<file path="config.mk">
export PLATFORM = sky130hd
export DESIGN_NAME = engine_start_ramp_validator_top
export DESIGN_NICKNAME = d
export VERILOG_FILES = /design/src/hw/rtl/esrv_pkg.sv /design/src/hw/rtl/esrv_cfg_regs.sv /design/src/hw/rtl/esrv_ramp_fsm.sv /design/src/hw/rtl/engine_start_ramp_validator_top.sv
export SDC_FILE = /design/constraint.sdc
export NUM_CORES = 1
export LEC_CHECK = 0
export BUFFER_PORTS_ARGS = -buffer_cell sky130_fd_sc_hd__buf_2
export CAP_MARGIN = 15
export CORE_MARGIN = 3
export CORE_UTILIZATION = 50
export DETAILED_ROUTE_END_ITERATION = 12
export PLACE_DENSITY = 0.76
export SLEW_MARGIN = 30
export SYNTH_ARGS = -nofsm -noshare
export SYNTH_HDL_FRONTEND = slang
export SYNTH_SLANG_ARGS = --single-unit
</file>
<file path="constraint.sdc">
create_clock -name clk -period 4.7 [get_ports clk]
set_clock_uncertainty 0.05 [all_clocks]
set_input_delay 0.705 -clock clk [delete_from_list [all_inputs] [get_ports clk]]
set_output_delay 0.705 -clock clk [all_outputs]
set_load 0.01 [all_outputs]
</file>
<file path="src/hw/rtl/esrv_pkg.sv">
// ----------------------------------------------------------------------------
// esrv_pkg
// Types and constants shared by the engine start ramp validator modules.
// ----------------------------------------------------------------------------
package esrv_pkg;

  // ramp machine phases
  typedef enum logic [1:0] {
    PH_IDLE  = 2'd0,
    PH_CHECK = 2'd1,
    PH_DONE  = 2'd2,
    PH_RESET = 2'd3
  } phase_t;

  // configuration register indexes
  localparam logic [2:0] REG_CHECK_ENABLE     = 3'd0;
  localparam logic [2:0] REG_CRANK_DISCONNECT = 3'd1;
  localparam logic [2:0] REG_UNDERSPEED_LIMIT = 3'd2;
  localparam logic [2:0] REG_UNDERSPEED_EN    = 3'd3;
  localparam logic [2:0] REG_RAMP_TIMEOUT     = 3'd4;

  localparam int ELAPSED_W = 17;
  localparam int SAMPLE_W  = 16;

  localparam logic [ELAPSED_W-1:0] ELAPSED_MAX = {ELAPSED_W{1'b1}};

  // speed threshold floor and default
  localparam logic [15:0] LOWER_SPEED_FLOOR   = 16'd300;
  localparam logic [15:0] UPPER_SPEED_DEFAULT = 16'd1200;

  // minimum ramp times in ms
  localparam logic [ELAPSED_W-1:0] MIN_SPEED_RAMP_MS = 17'd500;
  localparam logic [ELAPSED_W-1:0] MIN_VOLT_RAMP_MS  = 17'd500;

  // fixed voltage thresholds
  localparam logic [SAMPLE_W-1:0] VOLT_LOW_LEVEL  = 16'd40;
  localparam logic [SAMPLE_W-1:0] VOLT_HIGH_LEVEL = 16'd180;

  localparam logic [15:0] MS_PER_S         = 16'd1000;
  localparam logic [15:0] TIMEOUT_MS_RESET = 16'd10000;

  // derived configuration seen by the ramp machines
  typedef struct packed {
    logic                check_enable;
    logic [SAMPLE_W-1:0] speed_lo;
    logic [SAMPLE_W-1:0] speed_hi;
    logic [15:0]         timeout_ms;
  } cfg_t;

endpackage

</file>
<file path="src/hw/rtl/esrv_cfg_regs.sv">
// ----------------------------------------------------------------------------
// esrv_cfg_regs
// Configuration registers and derived speed thresholds and timeout in ms.
// ----------------------------------------------------------------------------
module esrv_cfg_regs
  import esrv_pkg::*;
(
  input  logic        clk,
  input  logic        rst,
  input  logic        cfg_we,
  input  logic [2:0]  cfg_index,
  input  logic [15:0] cfg_wdata,
  output cfg_t        cfg
);

  logic        check_enable;
  logic [15:0] crank_disconnect_rpm;
  logic [15:0] underspeed_limit_rpm;
  logic        underspeed_enable;
  logic [15:0] timeout_ms;

  // register writes, timeout kept in ms
  always_ff @(posedge clk) begin
    if (rst) begin
      check_enable         <= 1'b0;
      crank_disconnect_rpm <= '0;
      underspeed_limit_rpm <= '0;
      underspeed_enable    <= 1'b0;
      timeout_ms           <= TIMEOUT_MS_RESET;
    end else if (cfg_we) begin
      case (cfg_index)
        REG_CHECK_ENABLE:     check_enable         <= cfg_wdata[0];
        REG_CRANK_DISCONNECT: crank_disconnect_rpm <= cfg_wdata;
        REG_UNDERSPEED_LIMIT: underspeed_limit_rpm <= cfg_wdata;
        REG_UNDERSPEED_EN:    underspeed_enable    <= cfg_wdata[0];
        REG_RAMP_TIMEOUT:     timeout_ms <= 16'({10'd0, cfg_wdata[5:0]} * MS_PER_S);
        default: ;
      endcase
    end
  end

  // threshold derivation
  always_comb begin
    cfg.check_enable = check_enable;
    cfg.timeout_ms   = timeout_ms;
    cfg.speed_lo     = (crank_disconnect_rpm < LOWER_SPEED_FLOOR) ?
                       LOWER_SPEED_FLOOR : crank_disconnect_rpm;
    cfg.speed_hi     = (underspeed_enable && (underspeed_limit_rpm > UPPER_SPEED_DEFAULT)) ?
                       underspeed_limit_rpm : UPPER_SPEED_DEFAULT;
  end

endmodule

</file>
<file path="src/hw/rtl/esrv_ramp_fsm.sv">
// ----------------------------------------------------------------------------
// esrv_ramp_fsm
// Four-phase ramp check machine with saturating elapsed counter.
// ----------------------------------------------------------------------------
module esrv_ramp_fsm
  import esrv_pkg::*;
(
  input  logic                 clk,
  input  logic                 rst,
  input  logic                 step,
  input  logic                 check_enable,
  input  logic [SAMPLE_W-1:0]  sample,
  input  logic [SAMPLE_W-1:0]  lo,
  input  logic [SAMPLE_W-1:0]  hi,
  input  logic [ELAPSED_W-1:0] min_ms,
  input  logic [15:0]          timeout_ms,
  input  logic                 engine_off,
  output phase_t               phase_cur,
  output phase_t               phase_next,
  output logic                 ok_next
);

  phase_t               phase;
  logic [ELAPSED_W-1:0] elapsed;
  logic                 ok;
  logic [ELAPSED_W-1:0] elapsed_next;
  logic [ELAPSED_W-1:0] elapsed_inc;
  logic                 timed_out;

  assign phase_cur   = phase;
  assign elapsed_inc = (elapsed == ELAPSED_MAX) ? elapsed : elapsed + 1'b1;
  assign timed_out   = elapsed_inc >= {1'b0, timeout_ms};

  // next phase, counter and verdict
  always_comb begin
    phase_next   = phase;
    elapsed_next = elapsed;
    ok_next      = ok;
    if (step) begin
      case (phase)
        PH_IDLE: begin
          if (check_enable) begin
            if (sample > lo) begin
              elapsed_next = '0;
              phase_next   = PH_CHECK;
            end
          end else begin
            ok_next = 1'b1;
          end
        end
        PH_CHECK: begin
          elapsed_next = elapsed_inc;
          if (sample >= hi) begin
            ok_next    = elapsed_inc >= min_ms;
            phase_next = PH_DONE;
          end else if (timed_out && (sample >= lo)) begin
            ok_next    = 1'b1;
            phase_next = PH_DONE;
          end else if (timed_out) begin
            phase_next = PH_RESET;
          end
        end
        PH_DONE: begin
          if (engine_off) phase_next = PH_RESET;
        end
        default: begin
          elapsed_next = '0;
          ok_next      = 1'b1;
          phase_next   = PH_IDLE;
        end
      endcase
    end
  end

  // machine state
  always_ff @(posedge clk) begin
    if (rst) begin
      phase   <= PH_IDLE;
      elapsed <= '0;
      ok      <= 1'b1;
    end else begin
      phase   <= phase_next;
      elapsed <= elapsed_next;
      ok      <= ok_next;
    end
  end

endmodule

</file>
<file path="src/hw/rtl/engine_start_ramp_validator_top.sv">
// ----------------------------------------------------------------------------
// engine_start_ramp_validator_top
// Path: input register, then result register; m_axis_tready can stall both.
// Throughput: one tick per cycle unless stalled; single-pass machine update.
// Reset: synchronous; machines idle, verdicts valid, detection off,
// ramp timeout 10 s, both pipeline stages empty.
// ----------------------------------------------------------------------------
module engine_start_ramp_validator_top
  import esrv_pkg::*;
(
  input  logic        clk,
  input  logic        rst,
  // configuration write port
  input  logic        cfg_we,
  input  logic [2:0]  cfg_index,
  input  logic [15:0] cfg_wdata,
  // tick input
  input  logic        s_axis_tvalid,
  output logic        s_axis_tready,
  // speed_rpm[15:0], voltage_raw[25:16], engine_off[26], config_mode[27], zero pad
  input  logic [31:0] s_axis_tdata,
  // result output
  output logic        m_axis_tvalid,
  input  logic        m_axis_tready,
  // valid_start[0], volt_ramp_valid[1], detection_enabled[2],
  // speed_phase[4:3], volt_phase[6:5], zero pad
  output logic [7:0]  m_axis_tdata
);

  cfg_t        cfg;
  logic        in_valid;
  logic [15:0] in_speed;
  logic [9:0]  in_volt;
  logic        in_engine_off;
  logic        in_config_mode;
  logic        advance;
  logic        step;
  logic        detect_on;
  logic        detect_next;
  phase_t      spd_cur, spd_next, vlt_cur, vlt_next;
  logic        spd_ok_next, vlt_ok_next;

  esrv_cfg_regs u_cfg (
    .clk       (clk),
    .rst       (rst),
    .cfg_we    (cfg_we),
    .cfg_index (cfg_index),
    .cfg_wdata (cfg_wdata),
    .cfg       (cfg)
  );

  // handshake: result stage frees up or is empty
  assign advance       = in_valid && (!m_axis_tvalid || m_axis_tready);
  assign s_axis_tready = !in_valid || advance;
  assign step          = advance && !in_config_mode;

  // input register
  always_ff @(posedge clk) begin
    if (rst) begin
      in_valid <= 1'b0;
    end else if (s_axis_tready) begin
      in_valid <= s_axis_tvalid;
    end
  end

  always_ff @(posedge clk) begin
    if (s_axis_tvalid && s_axis_tready) begin
      in_speed       <= s_axis_tdata[15:0];
      in_volt        <= s_axis_tdata[25:16];
      in_engine_off  <= s_axis_tdata[26];
      in_config_mode <= s_axis_tdata[27];
    end
  end

  esrv_ramp_fsm u_speed (
    .clk          (clk),
    .rst          (rst),
    .step         (step),
    .check_enable (cfg.check_enable),
    .sample       (in_speed),
    .lo           (cfg.speed_lo),
    .hi           (cfg.speed_hi),
    .min_ms       (MIN_SPEED_RAMP_MS),
    .timeout_ms   (cfg.timeout_ms),
    .engine_off   (in_engine_off),
    .phase_cur    (spd_cur),
    .phase_next   (spd_next),
    .ok_next      (spd_ok_next)
  );

  esrv_ramp_fsm u_volt (
    .clk          (clk),
    .rst          (rst),
    .step         (step),
    .check_enable (cfg.check_enable),
    .sample       ({6'd0, in_volt}),
    .lo           (VOLT_LOW_LEVEL),
    .hi           (VOLT_HIGH_LEVEL),
    .min_ms       (MIN_VOLT_RAMP_MS),
    .timeout_ms   (cfg.timeout_ms),
    .engine_off   (in_engine_off),
    .phase_cur    (vlt_cur),
    .phase_next   (vlt_next),
    .ok_next      (vlt_ok_next)
  );

  // detection flag follows check_enable on stepped ticks while either machine sits idle
  assign detect_next = (step && ((spd_cur == PH_IDLE) || (vlt_cur == PH_IDLE))) ?
                       cfg.check_enable : detect_on;

  always_ff @(posedge clk) begin
    if (rst) begin
      detect_on <= 1'b0;
    end else begin
      detect_on <= detect_next;
    end
  end

  // result register
  always_ff @(posedge clk) begin
    if (rst) begin
      m_axis_tvalid <= 1'b0;
    end else if (!m_axis_tvalid || m_axis_tready) begin
      m_axis_tvalid <= in_valid;
    end
  end

  always_ff @(posedge clk) begin
    if (advance) begin
      m_axis_tdata <= {1'b0, vlt_next, spd_next, detect_next, vlt_ok_next, spd_ok_next};
    end
  end

endmodule
</file>
# --- Yosys cells after proc, flatten, opt, wreduce, memory -nomap -nowiden ---
# Index checks and enable logic that the tools add are counted.
# W data, S select, Z words.
classes:
  n_addsub: 2
  multipliers: 1
  n_lt_le_gt_ge: 12
  eq_ne: 14
  mux: 37
  bitwise_logic: 2
  n_reduce_logical: 23
op_table:
  columns: ["op", "count"]
  rows:
  - ["$mux W17", 6]
  - ["$pmux W17 S3", 2]
  - ["$add A17 B1 Y17 const B", 2]
  - ["$eq A17 B17 Y1 const B", 2]
  - ["$ge A17 B16 Y1", 2]
  - ["$ge A17 B9 Y1 const B", 2]
  - ["$ge A16 B16 Y1", 2]
  - ["$mux W16", 2]
  - ["$mux W2", 14]
  - ["$gt A16 B11 Y1 const B", 1]
  - ["$gt A16 B16 Y1", 1]
  - ["$lt A16 B9 Y1 const B", 1]
  - ["$mul A6 B7 Y13 const B", 1]
  - ["$pmux W2 S3", 2]
  - ["$ge A10 B6 Y1 const B", 1]
  - ["$ge A10 B8 Y1 const B", 1]
  - ["$gt A10 B6 Y1 const B", 1]
  - ["$reduce_and A2 Y1", 5]
  - ["$mux W1", 9]
  - ["$ne A2 B1 Y1 const B", 4]
  - ["$reduce_and A4 Y1", 2]
  - ["$logic_and A1 B1 Y1", 7]
  - ["$eq A3 B2 Y1 const B", 2]
  - ["$pmux W1 S3", 2]
  - ["other kinds (9)", 17]
word_totals:
  regBits: 125
  in_bits: 56
  out_inout_bits: 10
  wordCells: 110

# --- Logic depth before layout (Yosys ltp) ---
depth:
  word_depth: 8
  mapped_depth: 17
  mapped_depth_nobuf: 17

# --- By module ---
# From an unflattened synthesis, not the netlist that was laid out.
hier_totals:
  cells_unflattened: 1193
  area_unflattened_um2: 9993.3
by_module_without_submodules:
  columns: ["module", "n_inst", "cells_each", "area_per_inst_um2", "seq_area_each_um2"]
  rows:
  - ["esrv_ramp_fsm at u_speed", 1, 390, 2970.3, 400.4]
  - ["esrv_cfg_regs", 1, 368, 2934.1, 940.9]
  - ["esrv_ramp_fsm at u_volt", 1, 379, 2851.5, 400.4]
  - ["engine_start_ramp_validator_top", 1, 56, 1237.4, 1111.1]

# --- Worst setup path before layout ---
# Ideal clock, no wire load.
synth_path:
  kind: "input to register"
  from: "input cfg_wdata[0]"
  to: "register u_cfg.timeout_ms[14]"
  setup_time_ps: 106
  arrival_ps: 4133
  required_ps: 4544
  slack_ps: 411
  path_stages: 15
  path_buffers: 0
  cell_sequence: "inv_1 > fa_1 > inv_1 > ha_1 > inv_1 > fa_1 > inv_1 > ha_1 > a21o_1 > a21oi_1 > o21ai_0 > a2111oi_0 > nor3_1 > or4b_2 > o311ai_0"
synth_via:
  elab_chain_cells: 1
synth_rtl:
  columns: ["element", "line_no", "source"]
  rows:
  - ["from (decl)", "engine_start_ramp_validator_top.sv:16", "input logic [15:0] cfg_wdata,"]
  - ["$mul A6 B7 Y13", "esrv_cfg_regs.sv:36", "REG_RAMP_TIMEOUT: timeout_ms <= 16'({10'd0, cfg_wdata[5:0]} * MS_PER_S);"]
  - ["to (signal assigned)", "esrv_cfg_regs.sv:36", null]
  - ["to (decl)", "esrv_cfg_regs.sv:20", "logic [15:0] timeout_ms;"]
# No other way between the ends.
# A chain may end at the register's enable or synchronous reset.

# --- Worst setup path in the final report ---
layout_path:
  from: "register u_cfg.underspeed_limit_rpm[0]"
  to: "register m_axis_tdata[0], data pin"
layout_via:
  elab_chain_cells: 7
layout_rtl:
  columns: ["element", "line_no", "source"]
  rows:
  - ["from (decl)", "esrv_cfg_regs.sv:18", "logic [15:0] underspeed_limit_rpm;"]
  - ["from (signal assigned)", "esrv_cfg_regs.sv:34", "REG_UNDERSPEED_LIMIT: underspeed_limit_rpm <= cfg_wdata;"]
  - ["$gt A16 B11 Y1", "esrv_cfg_regs.sv:48", "cfg.speed_hi = (underspeed_enable && (underspeed_limit_rpm > UPPER_SPEED_DEFAULT)) ?"]
  - ["$logic_and A1 B1 Y1", "esrv_cfg_regs.sv:48", null]
  - ["$mux W16 (*)", "esrv_cfg_regs.sv:48", null]
  - ["$ge A16 B16 Y1 (*)", "esrv_ramp_fsm.sv:53", "if (sample >= hi) begin"]
  - ["$mux W1 (*)", "esrv_ramp_fsm.sv:53", null]
  - ["$pmux W1 S3 (*)", "esrv_ramp_fsm.sv:40", "case (phase)"]
  - ["$mux W1 (*)", "esrv_ramp_fsm.sv:39", "if (step) begin"]
  - ["via spd_ok_next", "engine_start_ramp_validator_top.sv:41", "logic spd_ok_next, vlt_ok_next;"]
  - ["to (signal assigned)", "engine_start_ramp_validator_top.sv:130", "m_axis_tdata <= {1'b0, vlt_next, spd_next, detect_next, vlt_ok_next, spd_ok_next};"]
  - ["to (decl)", "engine_start_ramp_validator_top.sv:27", "output logic [7:0] m_axis_tdata"]
# The timed path passes the listed nets; every way through them passes the cells marked *.

==> results.md <==
- Status: finished clean
- Wire per inst: 16.3 um
- Max clock buf depth: 2
- Worst Setup SP: u_cfg.underspeed_limit_rpm[0]$_SDFFE_PP0P_
- Starting Density: 52.2%
- DP Wirelength: 14800 um
- Finish-stage setup viols: 0
- Yosys warns: 0
- Post-synth EDFFs: 35
- ANT nets after route: 0
- Worst reg2reg endpoint: m_axis_tdata[0]$_DFFE_PP_
- Crit Path Max Fanout: 5
- Peak VDD IR: 0.351 mV
- R2R depth: 15
- Setup CP Type: flip-flop to flip-flop
- Met3 usage: 4.72%
- DIE AREA: 17800 um^2
- Worst R2R Start: u_cfg.underspeed_limit_rpm[0]$_SDFFE_PP0P_
- Remaining routing DRC violations: 0
- Max-slew headroom: 39.7%
- Via count: 7191
- Post-Syn Area: 8110 um^2
- FF-to-FF setup slack: 0.49 ns
- Hold Crit Class: primary input to flip-flop
- Ys flop type: dfxtp_1
- Row cnt: 45
- Slew @ Worst Pin: 0.898 ns
- Critical Path Sink: m_axis_tdata[0]$_DFFE_PP_
- Drt first pass iters: 5
- Mapped Cells: 962
- Clock network latency to the later pin of the worst-skew pair: 0.42 ns
- Max Fclk: 238 MHz
- Mean Syn Cell Area: 8.43 um^2
- Post-cts resize count: 0
- Worst EP required: 4.81 ns
- Netlist cell types: 65
- Syn Nets: 1114
- Asr flop ratio synth: 0%
- Nets: 1160
- Number of global-route vias before repair: 6844
- H-tree Lvls: 4
- Root Driver: clkbuf_16
- Port bufs: 60
- Leak Pwr: 3.77 nW
- GR Util All Layers: 22.8%
- Layout cells sized above 1: 11.9%
- Setup bufs post-CTS: 0
- Final Slew Violations: 0
- Syn-to-layout area delta: 13.2%
- Setup_tns: 0 ns
- Commonest cells post-synth: nand2_1 (141), a21oi_1 (94), dfxtp_1 (90)
- CTS tree: built
- M2 GR Usage: 38.6%
- Setup crit start kind: flip-flop
- Core Area: 15500 um^2
- RSZ-0062 raised after global routing: no
- Mean number of vias per cell: 5.84
- Yosys top cell by area: dfxtp_1
- Routability cong.: 0.883
- First-pass GRT wire length: 33200 um
- Clock transition at path regs: 0.06 ns
- Final WL: 20000 um
- Global route overflow: 0
- Clk sinks: 125
- Initial antenna violation count: 0
- Max-cap violations: 0
- #FFs+latches synth: 125
- Width of the die: 133 um
- Hold buffers post-CTS: 0
- Largest net degree at the start of global routing: 52
- Final min period: 4.21 ns
- Power per cell area: 315 nW/um^2
- Starting DRT DRC Count: 587
- Top cell type's share of synthesized area: 22.2%
- Largest cells by area after synthesis: dfxtp_1 (22%), edfxtp_1 (13%), ha_1 (13%), nand2_1 (6.5%), a21oi_1 (5.8%)
- Crit end category: flip-flop
- Worst Path Arrival: 4.32 ns
- Most common cell in the netlist: nand2_1
- Fillers: 1439
- # IOs: 66
- Seq/Total Area, Yosys: 35.2%
- Final core utilization: 59.1%
- Final antenna diode count: 0
- Met1 Usage GRT: 29.5%
- Fin crit share: 89.6%
- Fin. Hold Viols: 0
- Die H: 133 um
- GRT busiest layer: met2
- Cts bufs inserted: 17
==> power by group <==
part           switching [mW]  internal, mW
clock network           0.521         0.792
logic                   0.245         0.179
registers              0.0190          1.14
total                   0.785          2.11
==> kinds of logic after synthesis <==
logic type | count (synthesis) | synth area share (%)
AO/OA/AOI/OAI | 228 | 17.8
XOR/XNOR | 26 | 2.81
adder cells (fa/ha/maj) | 96 | 16.0
buffers and inverters | 104 | 5.00
flip-flops | 125 | 35.2
multiplexers | 4 | 0.509
other | 1 | 0.0462
AND/OR/NAND/NOR | 378 | 22.7
==> final cells by class <==
cell class | instances | area (um^2) | share of cell area [%]
Sequential cell | 125 | 2850 | 31.1
Clock inverter | 14 | 160 | 1.74
Timing Repair Buffer | 73 | 400 | 4.36
Multi-Input combinational cell | 733 | 4850 | 52.9
Tap cell | 211 | 264 | 2.88
Clock buffer | 18 | 429 | 4.68
Inverter | 58 | 218 | 2.37
==> worst max-delay path: stages, from the launching register on <==
cell and delay [ns]:
dfxtp_1 0.32, or4_1 0.55, a31oi_1 0.21, nor2b_1 0.07, o31a_1 0.25, o31ai_1 0.50
nor2_1 0.10, ha_1 0.32, a211o_1 0.32, a211oi_1 0.20, o31ai_1 0.14, a211oi_1 0.27
buf_4 0.18, o2111ai_1 0.18, o2111ai_1 0.19, a32oi_1 0.08
==> layer usage <==
metal  routed length, um  vias up  share of wire, %
met2                9730      191                49
met3                1100       37               5.5
met1                8780     3417                44
met4                 426        0               2.1
li1                    -     3546                 -
met5                   0        -                 0
==> flip-flops by register name, summed over array words and instances (netlist names), 2 cells and up <==
signal                      flops
u_speed.phase_cur               2
u_cfg.underspeed_limit_rpm     16
m_axis_tdata                    7
in_speed                       16
u_cfg.crank_disconnect_rpm     16
u_cfg.timeout_ms               13
u_speed.elapsed                17
in_volt                        10
u_volt.phase_cur                2
u_volt.elapsed                 17
==> through the flow <==
stage	power [mW]	instance area (um^2)	hold WS (ns)	setup slack, ns	cells
finish	2.89	9180	0.406	0.491	1232
global placement	1.59	8580	0.394	0.175	1200
floorplan	1.47	8110	0.382	0.411	962
CTS	2.91	9180	0.396	0.457	1232
global route	3.02	9180	0.394	0.112	1232
detailed placement	1.60	8590	0.403	0.0992	1200
==> layout by cell type, fill, tap and decap left out, drive strengths merged, types with 4 or more instances in the layout <==
| master | instances |
|---|---|
| nand4b | 6 |
| or4 | 5 |
| and2 | 13 |
| a21oi | 94 |
| or2 | 5 |
| nand3 | 30 |
| o21ai | 34 |
| nand4 | 20 |
| dfxtp | 90 |
| nand2b | 6 |
| nor3 | 20 |
| clkbuf | 18 |
| a21o | 8 |
| o31a | 4 |
| ha | 83 |
| edfxtp | 35 |
| a31oi | 15 |
| o2111ai | 4 |
| nand3b | 5 |
| xnor2 | 18 |
| a211o | 8 |
| o211ai | 8 |
| a211oi | 9 |
| nor2 | 74 |
| fa | 13 |
| or3 | 11 |
| xor2 | 8 |
| a22oi | 9 |
| buf | 73 |
| nor2b | 10 |
| o21a | 6 |
| and4 | 4 |
| inv | 63 |
| clkinv | 5 |
| nor4 | 10 |
| nand2 | 141 |
| and3 | 12 |
==> how the worst min path moves through the flow <==
stage                                                     startpoint  cells past startpoint                                    endpoint
after detailed placement  u_cfg.crank_disconnect_rpm[0]$_SDFFE_PP0P_                      2  u_cfg.crank_disconnect_rpm[0]$_SDFFE_PP0P_
after global placement             u_cfg.timeout_ms[12]$_SDFFE_PP0P_                      2           u_cfg.timeout_ms[12]$_SDFFE_PP0P_
after global routing                                s_axis_tdata[14]                      1                      in_speed[14]$_DFFE_PP_
after floorplan           u_cfg.crank_disconnect_rpm[0]$_SDFFE_PP0P_                      2  u_cfg.crank_disconnect_rpm[0]$_SDFFE_PP0P_
final                                               s_axis_tdata[13]                      1                      in_speed[13]$_DFFE_PP_
after CTS                                           s_axis_tdata[13]                      1                      in_speed[13]$_DFFE_PP_
Note: power is estimated with default switching activity, not from simulation.
